$ cat config.mk
export PLATFORM = sky130hd
export DESIGN_NAME = hrm_ctrl
export DESIGN_NICKNAME = d
export VERILOG_FILES = /design/src/rtl/hrm_pkg.sv /design/src/rtl/hrm_ctrl.sv
export VERILOG_INCLUDE_DIRS = /design/src /design/src/rtl
export SDC_FILE = /design/constraint.sdc
export NUM_CORES = 1
export LEC_CHECK = 0
export ABC_AREA = 1
export BUFFER_PORTS_ARGS = -buffer_cell sky130_fd_sc_hd__buf_2
export CAP_MARGIN = 20
export CORE_MARGIN = 5
export CORE_UTILIZATION = 34
export DETAILED_ROUTE_END_ITERATION = 6
export SYNTH_ARGS = -nofsm -noshare
export SYNTH_HDL_FRONTEND = slang
export SYNTH_SLANG_ARGS = --single-unit
$ cat constraint.sdc
create_clock -name clk -period 2.9 [get_ports clk]
set_clock_uncertainty 0.1 [all_clocks]
set_input_delay 0.29 -clock clk [delete_from_list [all_inputs] [get_ports clk]]
set_output_delay 0.29 -clock clk [all_outputs]
set_load 0.01 [all_outputs]
$ cat src/rtl/hamming_read_mapper_macros.svh
// ---------------------------------------------------------------------------
// hamming_read_mapper_macros: assertion macros
// Shared checks for the read mapper modules, compiled out for synthesis.
// ---------------------------------------------------------------------------
`ifndef HAMMING_READ_MAPPER_MACROS_SVH
`define HAMMING_READ_MAPPER_MACROS_SVH

`ifndef SYNTH
// same-cycle implication
`define HRM_ASSERT_IMP(label, clk, rst_n, ante, cons) \
	label: assert property (@(posedge clk) disable iff (!rst_n) (ante) |-> (cons)) \
		else $error("hrm check failed");
// next-cycle implication
`define HRM_ASSERT_NXT(label, clk, rst_n, ante, cons) \
	label: assert property (@(posedge clk) disable iff (!rst_n) (ante) |=> (cons)) \
		else $error("hrm check failed");
`else
`define HRM_ASSERT_IMP(label, clk, rst_n, ante, cons)
`define HRM_ASSERT_NXT(label, clk, rst_n, ante, cons)
`endif

`endif

$ cat src/rtl/hrm_pkg.sv
// ---------------------------------------------------------------------------
// hrm_pkg: shared definitions of the read mapper
// Sizes, command codes and the control/status bundles between the
// controller and the datapath.
// ---------------------------------------------------------------------------
package hrm_pkg;

	localparam int REF_LEN  = 65536;
	localparam int READ_MAX = 64;

	localparam int REF_AW   = $clog2(REF_LEN);
	localparam int POS_W    = REF_AW + 1;
	localparam int SUM_W    = REF_AW + 2;
	localparam int READ_AW  = (READ_MAX > 1) ? $clog2(READ_MAX) : 1;
	localparam int CNT_W    = $clog2(READ_MAX + 1);
	localparam int ADDR_W   = 16;
	localparam int MISS_W   = 7;
	localparam int LEN_W    = 17;
	localparam int CFG_DW   = 17;

	localparam logic [1:0] CMD_WRITE    = 2'd0;
	localparam logic [1:0] CMD_APPEND   = 2'd1;
	localparam logic [1:0] CMD_READBACK = 2'd2;

	localparam logic CFG_MAX_MISMATCH = 1'b0;
	localparam logic CFG_REF_LENGTH   = 1'b1;

	localparam logic [MISS_W-1:0] MAX_MISMATCH_RST = MISS_W'(2);
	localparam logic [LEN_W-1:0]  REF_LENGTH_RST   = LEN_W'(65536);

	typedef struct packed {
		logic ref_wr_in;
		logic buf_app;
		logic mem_rd;
		logic rd_in;
		logic k_clear;
		logic k_inc;
		logic m_clear;
		logic m_inc;
		logic miss_clear;
		logic miss_load;
		logic mark_set;
		logic wb_wr;
		logic load_rb;
		logic load_search;
		logic found;
		logic read_clear;
	} hrm_cmd_t;

	typedef struct packed {
		logic out_free;
		logic k_end;
		logic marked;
		logic miss_over;
		logic m_last;
	} hrm_status_t;

endpackage

$ cat src/rtl/hrm_ctrl.sv
// ---------------------------------------------------------------------------
// hrm_ctrl: read mapper controller
// Takes input words, then steps the start-position scan, the base compare
// and the write-back of a matched read.
// ---------------------------------------------------------------------------
`include "hamming_read_mapper_macros.svh"

module hrm_ctrl (
	input  logic                 clk,
	input  logic                 arst_n,
	input  logic                 in_valid,
	output logic                 in_ready,
	input  logic [1:0]           in_cmd,
	input  logic                 in_last,
	input  hrm_pkg::hrm_status_t st,
	output hrm_pkg::hrm_cmd_t    cmd
);

	localparam logic [3:0] S_IDLE = 4'd0;
	localparam logic [3:0] S_RB   = 4'd1;
	localparam logic [3:0] S_MARK = 4'd2;
	localparam logic [3:0] S_MCHK = 4'd3;
	localparam logic [3:0] S_CRD  = 4'd4;
	localparam logic [3:0] S_CEV  = 4'd5;
	localparam logic [3:0] S_WB   = 4'd6;
	localparam logic [3:0] S_WW   = 4'd7;
	localparam logic [3:0] S_DONE = 4'd8;

	logic [3:0] state_q;
	logic [3:0] state_n;
	logic       found_q;
	logic       found_n;
	logic       in_fire;

	assign in_ready = state_q == S_IDLE;
	assign in_fire  = in_valid && in_ready;

	always_comb begin
		cmd     = '0;
		state_n = state_q;
		found_n = found_q;
		case (state_q)
			S_IDLE: begin
				if (in_fire) begin
					case (in_cmd)
						hrm_pkg::CMD_WRITE: begin
							cmd.ref_wr_in = 1'b1;
						end
						hrm_pkg::CMD_APPEND: begin
							cmd.buf_app = 1'b1;
							if (in_last) begin
								cmd.k_clear = 1'b1;
								state_n     = S_MARK;
							end
						end
						hrm_pkg::CMD_READBACK: begin
							cmd.mem_rd = 1'b1;
							cmd.rd_in  = 1'b1;
							state_n    = S_RB;
						end
						default: ;
					endcase
				end
			end
			S_RB: begin
				if (st.out_free) begin
					cmd.load_rb = 1'b1;
					state_n     = S_IDLE;
				end
			end
			S_MARK: begin
				if (st.k_end) begin
					found_n = 1'b0;
					state_n = S_DONE;
				end else begin
					cmd.mem_rd = 1'b1;
					state_n    = S_MCHK;
				end
			end
			S_MCHK: begin
				if (st.marked) begin
					cmd.k_inc = 1'b1;
					state_n   = S_MARK;
				end else begin
					cmd.m_clear    = 1'b1;
					cmd.miss_clear = 1'b1;
					state_n        = S_CRD;
				end
			end
			S_CRD: begin
				cmd.mem_rd = 1'b1;
				state_n    = S_CEV;
			end
			S_CEV: begin
				cmd.miss_load = 1'b1;
				if (st.miss_over) begin
					cmd.k_inc = 1'b1;
					state_n   = S_MARK;
				end else if (st.m_last) begin
					cmd.mark_set = 1'b1;
					cmd.m_clear  = 1'b1;
					state_n      = S_WB;
				end else begin
					cmd.m_inc = 1'b1;
					state_n   = S_CRD;
				end
			end
			S_WB: begin
				cmd.mem_rd = 1'b1;
				state_n    = S_WW;
			end
			S_WW: begin
				cmd.wb_wr = 1'b1;
				if (st.m_last) begin
					found_n = 1'b1;
					state_n = S_DONE;
				end else begin
					cmd.m_inc = 1'b1;
					state_n   = S_WB;
				end
			end
			S_DONE: begin
				if (st.out_free) begin
					cmd.load_search = 1'b1;
					cmd.found       = found_q;
					cmd.read_clear  = 1'b1;
					state_n         = S_IDLE;
				end
			end
			default: begin
				state_n = S_IDLE;
			end
		endcase
	end

	always_ff @(posedge clk or negedge arst_n) begin
		if (!arst_n) begin
			state_q <= S_IDLE;
			found_q <= 1'b0;
		end else begin
			state_q <= state_n;
			found_q <= found_n;
		end
	end

	`HRM_ASSERT_IMP(a_load_free, clk, arst_n, cmd.load_rb || cmd.load_search, st.out_free)
	`HRM_ASSERT_IMP(a_mark_match, clk, arst_n, cmd.mark_set, !st.miss_over && st.m_last && !st.k_end)
	`HRM_ASSERT_NXT(a_search_start, clk, arst_n, cmd.buf_app && in_last, !in_ready)

endmodule

# [After elaboration in Yosys (flattened, before gate mapping)]
# Cells that the tools add are included.
[totals] regBits=5 inputBits=11 output_inout_bits=17
[op_classes] eq_ne=16 n_mux=39 reduce_logical=8
[ops] op="case mux 4 bit (8 select lines)" n=1
[ops] op="two-way mux 4 bit" n=6
[ops] op="two-way mux 1 bit" n=17
[ops] op="equality test 4 x 3 -> 1 bit (second input constant)" n=4
[ops] op="two-way mux 2 bit" n=6
[ops] op="two-way mux 3 bit" n=3
[ops] op="equality test 4 x 2 -> 1 bit (second input constant)" n=2
[ops] op="case mux 4 bit (2 select lines)" n=1
[ops] op="two-way mux 5 bit" n=1
[ops] op="equality test 4 x 1 -> 1 bit (second input constant)" n=1
[ops] op="equality test 4 bit (second input constant)" n=1
[ops] op="logical NOT 4 bit" n=1
[ops] op="inequality test 2 x 1 -> 1 bit (second input constant)" n=2
[ops] op="inequality test 2 bit (second input constant)" n=2
[ops] op="case mux 1 bit (2 select lines)" n=2
[ops] op="case mux 2 bit (2 select lines)" n=1
[ops] op="AND reduction 4 bit" n=1
[ops] op="OR reduction 2 bit" n=2
[ops] op="inequality test 3 x 1 -> 1 bit (second input constant)" n=1
[ops] op="inequality test 3 bit (second input constant)" n=1
[ops] op="case mux 1 bit (3 select lines)" n=1
[ops] op="AND reduction 3 bit" n=1
[ops] op="equality test 2 x 1 -> 1 bit (second input constant)" n=1
[ops] op="equality test 2 bit (second input constant)" n=1
[ops] op="other kinds (3)" n=3

# [Longest topological paths before layout]
# Gate-level depths: netlist (run 1).
[depth] depth_word=4 ltp_mapped=8

# [Worst setup path before layout (run 1)]
# No wires, ideal clock.
[synth_timing] path_kind="reg2out" from="register state_q[3]" to="output port cmd[10] (netlist name)" arrival_time_ns=1.125 required_time_ns=2.510 slack_ns=1.385 stages_incl_launch_ff=6 cell_sequence="dfrtp_1 -> inv_1 -> nand2_2 -> nor2_2 -> inv_1 -> o21ai_0"
[synth_lines] item="start: declaration" line="hrm_ctrl.sv:29" source="logic [3:0] state_q;"
[synth_lines] item="start signal: assignment" line="hrm_ctrl.sv:141" source="state_q <= state_n;"
[synth_lines] item="end: declaration" line="hrm_ctrl.sv:16" source="output hrm_pkg::hrm_cmd_t cmd"

==> summary.md, run 1 <==
| Metric | Value |
|---|---|
| Outcome | completed |
| Total leakage power | ~0.45 nW |
| Critical path class | flip-flop to output pin |
| PnR worst setup slack | between 1 and 1.5 ns |
| GRT Overall Usage | 11.6% |
| Drt first pass iters | 4 |
| Vias per cell | roughly 4.6 |
| Dpl ws | around 1.3 ns |
| Worst hold-check path type | input pin to flip-flop |
| Via count | about 600 |
| Layout cells sized above 1 | between 40% and 50% |
| Critical path capture point | cmd[9] |
| Gate Count Post-Synth | 82 |
| Drt total wl | around 1.3 mm |
| Metal3 WL | 134 um |
| WP data required | roughly 2.5 ns |
| Post-CTS sizing | 0 |
| Setup TNS | 0 ns |
| Synth Net Count | between 90 and 100 |
| Worst R2R Path Depth | 7 |
| First-pass GRT wire length | 2.21 mm |
| Max Used Layer | met4 |
| Mapped cell area | 524 um^2 |
| Nets | 124 |
| RSZ-0062 raised after global routing | false |
| Fin. max-slew vios | 0 |
| Final ANT Viol Nets | 0 |
| Pwr Total | ~0.52 mW |
| Crit. End Element | output pin |
| MaxCap Viol Count | 0 |
| WL met2 | around 620 um |
| I/O Buffers | 27 |
| Largest net degree at the start of global routing | 8 |
| Max_slew headroom | between 80% and 90% |
| Peak VDD IR | around 0.30 mV |
| Reg-to-Reg End | state_q[0] |
| Wire per inst | 10.5 um |
| Routed length on met1 | between 500 and 600 um |
| Pwr Density | 738 nW/um^2 |
| Initial antenna violation count | 0 |
| Postcts setup bufs | 0 |
| Skew-Pair Late Insertion Delay | 0.24 ns |
| CTS Sinks | 5 |
| Startpoint Class | flip-flop |
| CTS Hold Bufs | 1 |
| Critical Path Fanout Max | 4 |
| CTS root buffer | clkbuf_4 |
| FF-to-FF setup slack | approximately 1.6 ns |
| Clock tree buffer depth | 2 |
| DPL Wire Length | about 1.2 mm |
| Die width | between 40 and 50 um |
| Gp weighted congestion | ~0.79 |
| Unique masters post-synth | 19 |
| Final setup fails | 0 |
| Crit path launch | state_q[3] |
| DR iter-0 viols | 8 |
| Sequential area share after synthesis | between 20% and 30% |
| Hold Violations, Final | 0 |
| Die Y-Extent | approximately 49 um |
| TritonCTS clock tree | built |
| Row cnt | 14 |
| Fmax | 0.553 GHz |
| Syn_area_per_cell | ~6.4 um^2 |
| Die area | ~2400 um^2 |
| Layout Area Growth over Synthesis | 33.7% |
| FF+latch count, synth | 5 |
| Period utilisation layout | around 62% |
| Cts bufs inserted | 3 |
| Ports | 28 |
| Worst-Margin Slew | roughly 0.22 ns |
| CP arrival | 1.42 ns |
| Grt ovf | 0 |
| Residual DRC | 0 |
| Vias in the first global route | 544 |
| Core area | between 1000 and 1500 um^2 |
| Initial Utilization | around a third |
| Max H-tree Level | 1 |
| Syn. warnings | 0 |
| Min Clock Period, post-route | ~1.8 ns |
| Antenna diodes | 0 |
| Worst-path clk slew | around 0.040 ns |
| Worst r2r src | state_q[1] |
cell families (layout without fill, tap and decap cells):
logic type	Yosys count	in the layout	synth area share, %
AOI/OAI and AO/OA	5	5	5.49
buffers and inverters	18	48	14.3
DFF	5	5	23.9
and+or+nand+nor	54	54	56.3
through the flow:
stage	cell area (um^2)	util, %	cells	hold slack (ns)
2_1_floorplan	524	-	82	-0.106
3_3_place_gp	664	44.6	123	0.00774
3_5_place_dp	664	44.6	123	0.00987
4_1_cts	701	47.1	128	0.205
5_1_grt	701	47.1	128	0.216
6_report	701	47.1	128	0.207
synth_stat cells (all sizes together):
library cell  instances  area [um^2]
buf                   2         15.0
dfrtp                 5          125
inv                  16         60.1
o21ai                 4         23.8
nand3                 9         50.1
nor2                 14         87.6
and2                  1         8.76
nand4                 2         12.5
nand2                24          113
nor3                  3         15.0
a21oi                 1         5.00
or2                   1         8.76
final cells by class:
type | count | area (um^2)
Fill cell | 169 | 788
Sequential cell | 5 | 125
Clock buffer | 4 | 26.3
Tap cell | 16 | 20.0
Timing Repair Buffer | 28 | 145
Multi-Input combinational cell | 59 | 324
Inverter | 16 | 60.1
worst min-delay path by stage:
stage | from | end | slack, ns | cells after the start
finish | st[0] | found_q | 0.21 | 3
global route | st[0] | found_q | 0.22 | 3
CTS | st[0] | found_q | 0.20 | 3
detailed placement | arst_n | state_q[0] | 0.01 | 1
global placement | arst_n | state_q[0] | 0.008 | 1
floorplan | arst_n | found_q | -0.11 | 0
sequential cells by signal, summed over array words and instances, names as in the netlist:
register,flops
state_q,4
found_q,1
per-layer routing:
metal | up-vias | global-route usage (%)
met5 | - | 0
li1 | 311 | -
met2 | 27 | 17.6
met4 | 0 | 6.73
met3 | 3 | 4.59
met1 | 248 | 13.6
cells in the final DEF (no fill, tap or decap), drive strengths merged:
master / count
nor3: 3
clkbuf: 4
a21oi: 1
dlygate4sd3: 1
inv: 16
or2: 1
nand3: 9
nand2: 24
buf: 27
nand4: 2
and2: 1
nor2: 14
dfrtp: 5
o21ai: 4
worst max-delay path, stage by stage, from the launching register on:
cell and delay [ns]:
dfrtp_1 0.41, inv_1 0.10, nand2_2 0.09, nor2_2 0.19, nand2_1 0.13, o21ai_2 0.12
buf_2 0.14
power by group:
| group | switching [mW] | total (mW) | internal [mW] |
|---|---|---|---|
| combinational | 0.189 | 0.308 | 0.119 |
| clock | 0.0278 | 0.0797 | 0.0520 |
| sequential | 0.0335 | 0.130 | 0.0964 |
Power figures use the tool's default switching activity.
==> inputs of run 2 (changes only) <==
--- a/config.mk
+++ b/config.mk
@@ -6,7 +6,7 @@
 export SDC_FILE = /design/constraint.sdc
 export NUM_CORES = 1
 export LEC_CHECK = 0
-export ABC_AREA = 1
+export ABC_AREA = 0
 export BUFFER_PORTS_ARGS = -buffer_cell sky130_fd_sc_hd__buf_2
 export CAP_MARGIN = 20
 export CORE_MARGIN = 5
==> constraint.sdc (replaced) <==
create_clock -name clk -period 1.7 [get_ports clk]
set_clock_uncertainty 0.1 [all_clocks]
set_input_delay 0.17 -clock clk [delete_from_list [all_inputs] [get_ports clk]]
set_output_delay 0.17 -clock clk [all_outputs]
set_load 0.01 [all_outputs]
==> run 2 against run 1 <==
Effect of this change: the flow now finishes with violations (setup timing); largest power group unchanged; sequential power rose by 88%; first-iteration DRC count decreased by 50%; combinational power rose to 3.0 times the previous value; count of clock-buffer cells in the layout unchanged; register-to-register slack worse by 1.5 ns; cell area rose by 35%; global-route usage rose by 3.2 points; synthesized cell count is 23% lower.
==> summary.md, run 2 <==
| Metric | Value |
|---|---|
| Worst-path clk slew | around 0.05 ns |
| Gate Count Post-Synth | 63 |
| Syn. warnings | 0 |
| Pwr Total | around 1.3 mW |
| Peak VDD IR | 0.685 mV |
| Final setup fails | 8 |
| Cell family with most CP delay | simple AND/OR/NAND/NOR gates |
| Hold Violations, Final | 0 |
| CTS Sinks | 5 |
| Layout cells sized above 1 | ~67% |
| RSZ-0062 raised after global routing | true |
| Critical path class | flip-flop to output pin |
| Max H-tree Level | 1 |
| Slowest cell delay on critical path | 0.45 ns |
| GRT Overall Usage | ~15% |
| Yosys top cell area share | between 20 and 25% |
| Syn_area_per_cell | slightly above 8 um^2 |
| PnR worst setup slack | -0.140 ns |
| Commonest non-fill, non-tap cells in the layout | 25 x buf_2, 15 x buf_4, 6 x nor2_1, 6 x buf_6 |
| Total leakage power | ~0.48 nW |
| Dpl ws | 0.0206 ns |
| Mapped cell area | ~520 um^2 |
| Die Y-Extent | a little under 50 um |
| Post-synth ARST share | 100% |
| Vias in the first global route | 700 |
| Die width | 49.1 um |
| MaxCap Viol Count | 0 |
| Grt ovf | 0 |
| Critical path capture point | cmd[11] |
| CP Depth | 5 |
| DR iter-0 viols | 4 |
| CP arrival | ~1.6 ns |
| Residual DRC | 0 |
| Final Non-Filler Cells | between 100 and 150 |
| Reg-to-Reg End | state_q[3] |
| Initial Utilization | about a third |
| Hold WS | 0.0582 ns |
| Worst hold-check path type | input pin to flip-flop |
| Fmax | roughly 0.54 GHz |
| Min Clock Period, post-route | about 1.8 ns |
| Gp weighted congestion | 0.851 |
| Outcome | complete, but fails checks |
| Layout Area Growth over Synthesis | 82.7% |
| Ports | 28 |
| Largest regs | state_q: 4 flops, found_q: 1 flops |
| Clock tree buffer depth | 2 |
| Critical path's slowest cell | dfrtp_2 |
| Largest net degree at the start of global routing | 8 |
| Fin. max-slew vios | 0 |
| Cts bufs inserted | 3 |
| Nets | 121 |
| Largest cells by area after synthesis | dfrtp_1 24%, nand2b_1 8.4%, nor2_1 5.1%, buf_6 4.3%, nor4_4 4.1% |
| Period utilisation layout | 108% |
| Initial antenna violation count | 0 |
| TritonCTS clock tree | built |
| Sequential area share after synthesis | 24.1% |
| Via count | 650 |
| Worst-Margin Slew | 0.384 ns |
| Row cnt | 14 |
| Critical Path Fanout Max | 7 |
| Setup TNS | -0.480 ns |
| FF-to-FF setup slack | approximately 0.13 ns |
| Drt first pass iters | 4 |
| Max_slew headroom | approximately three quarters |
| First-pass GRT wire length | just under 3 mm |
| I/O Buffers | 27 |
| Final ANT Viol Nets | 0 |
| Wire per inst | between 10 and 15 um |
| WP data required | 1.43 ns |
| Post-synth top area cell | dfrtp_1 |
| Core area | ~1500 um^2 |
| Post-synth EDFFs | 0 |
| Most common flop cell mapped by yosys | dfrtp_1 |
| FF+latch count, synth | 5 |
| Commonest non-fill, non-tap cell in the layout | buf_2 |
| Die area | approximately 2400 um^2 |
| Drt total wl | approximately 1.8 mm |
| Worst r2r src | state_q[0] |
| CTS root buffer | clkbuf_4 |
| Worst R2R Path Depth | 5 |
| Worst path cell trace | nor4_4 -> nand2_2 -> nor3b_4 -> and2_4 -> buf_6 |
| Max reg flops | 4 |
| Most flops, register | state_q |
| Startpoint Class | flip-flop |
| Failing checks | setup timing |
| Crit path launch | state_q[0] |
| Placed instance count | 109 |
| Skew-Pair Late Insertion Delay | 0.24 ns |
| Pwr Density | roughly 1400 nW/um^2 |
| Antenna diodes | 0 |
| Synth top cells by count | 7 x nand2b_1, 7 x nor2_1, 5 x dfrtp_1 |
| Vias per cell | 5.20 |
| Unique masters post-synth | 29 |
| Synth Net Count | 74 |
| Buffers & Inverters on Critical Path | 1 |
| DPL Wire Length | ~1.2 mm |
| Crit. End Element | output pin |
run 2: cell count changes after synthesis, sizes merged, moves of 7 or more:
| cell | previous run | this run |
|---|---|---|
| inv | 16 | 0 |
| nand2 | 24 | 5 |
| nand2b | 0 | 7 |
| nand3 | 9 | 0 |
| nor2 | 14 | 7 |
run 2: cell type report:
class / instances / area, um^2
multi-input cells: 52 / 437
clock buffers: 4 / 26.3
flip-flops and latches: 5 / 130
repair buffers: 48 / 335
fillers: 117 / 523
well taps: 16 / 20.0
run 2: worst min-delay path by stage:
| stage | startpoint | end | slack, ns | cells past startpoint |
|---|---|---|---|---|
| after global placement | arst_n | state_q[3] | -0.11 | 1 |
| after CTS | st[3] | found_q | 0.05 | 2 |
| after floorplan | arst_n | found_q | -0.23 | 0 |
| after global routing | st[3] | found_q | 0.05 | 2 |
| after detailed placement | arst_n | state_q[1] | -0.11 | 1 |
| final | st[3] | found_q | 0.06 | 2 |
run 2: timing repair:
| item | CTS | global route |
|---|---|---|
| hold buffers | 1 | 0 |
| pin swaps | 5 | 4 |
| cloned | 0 | 0 |
| buffers inserted | 9 | 3 |
| endpoints found under the hold margin | 5 | 0 |
| gates resized for setup | 17 | 8 |
| endpoints found under the setup margin | 12 | 11 |
run 2: worst register-to-register path, stage by stage (launching register included):
cell and delay [ns]:
dfrtp_2 0.45, buf_4 0.18, xnor2_1 0.17, nor4_1 0.08, a211o_1 0.30, a21o_1 0.18
run 2: cell families after synthesis:
| kind of cell | after synthesis | synth area share (%) |
|---|---|---|
| AOI/OAI and AO/OA | 13 | 18.6 |
| DFF | 5 | 24.1 |
| buffers and inverters | 6 | 9.16 |
| and+or+nand+nor | 36 | 42.4 |
| xor gates and xnor gates | 1 | 1.69 |
| muxes | 2 | 4.10 |
run 2: metrics by stage:
step | cell area (um^2) | utilization, %
2_1_floorplan | 528 | -
3_3_place_gp | 703 | 47.8
3_5_place_dp | 703 | 47.8
4_1_cts | 888 | 60.4
5_1_grt | 948 | 64.5
6_report | 948 | 64.5
run 2: where the power goes:
group | switching, mW | total [mW] | internal [mW]
clock | 0.0468 | 0.135 | 0.0886
combinational | 0.415 | 0.930 | 0.515
sequential | 0.0750 | 0.244 | 0.169
run 2: metal layers:
layer	GRT usage, %	wire length [um]
met3	3.36	98
met2	24.7	877
met1	16.6	747
met5	0	0
met4	9.42	55
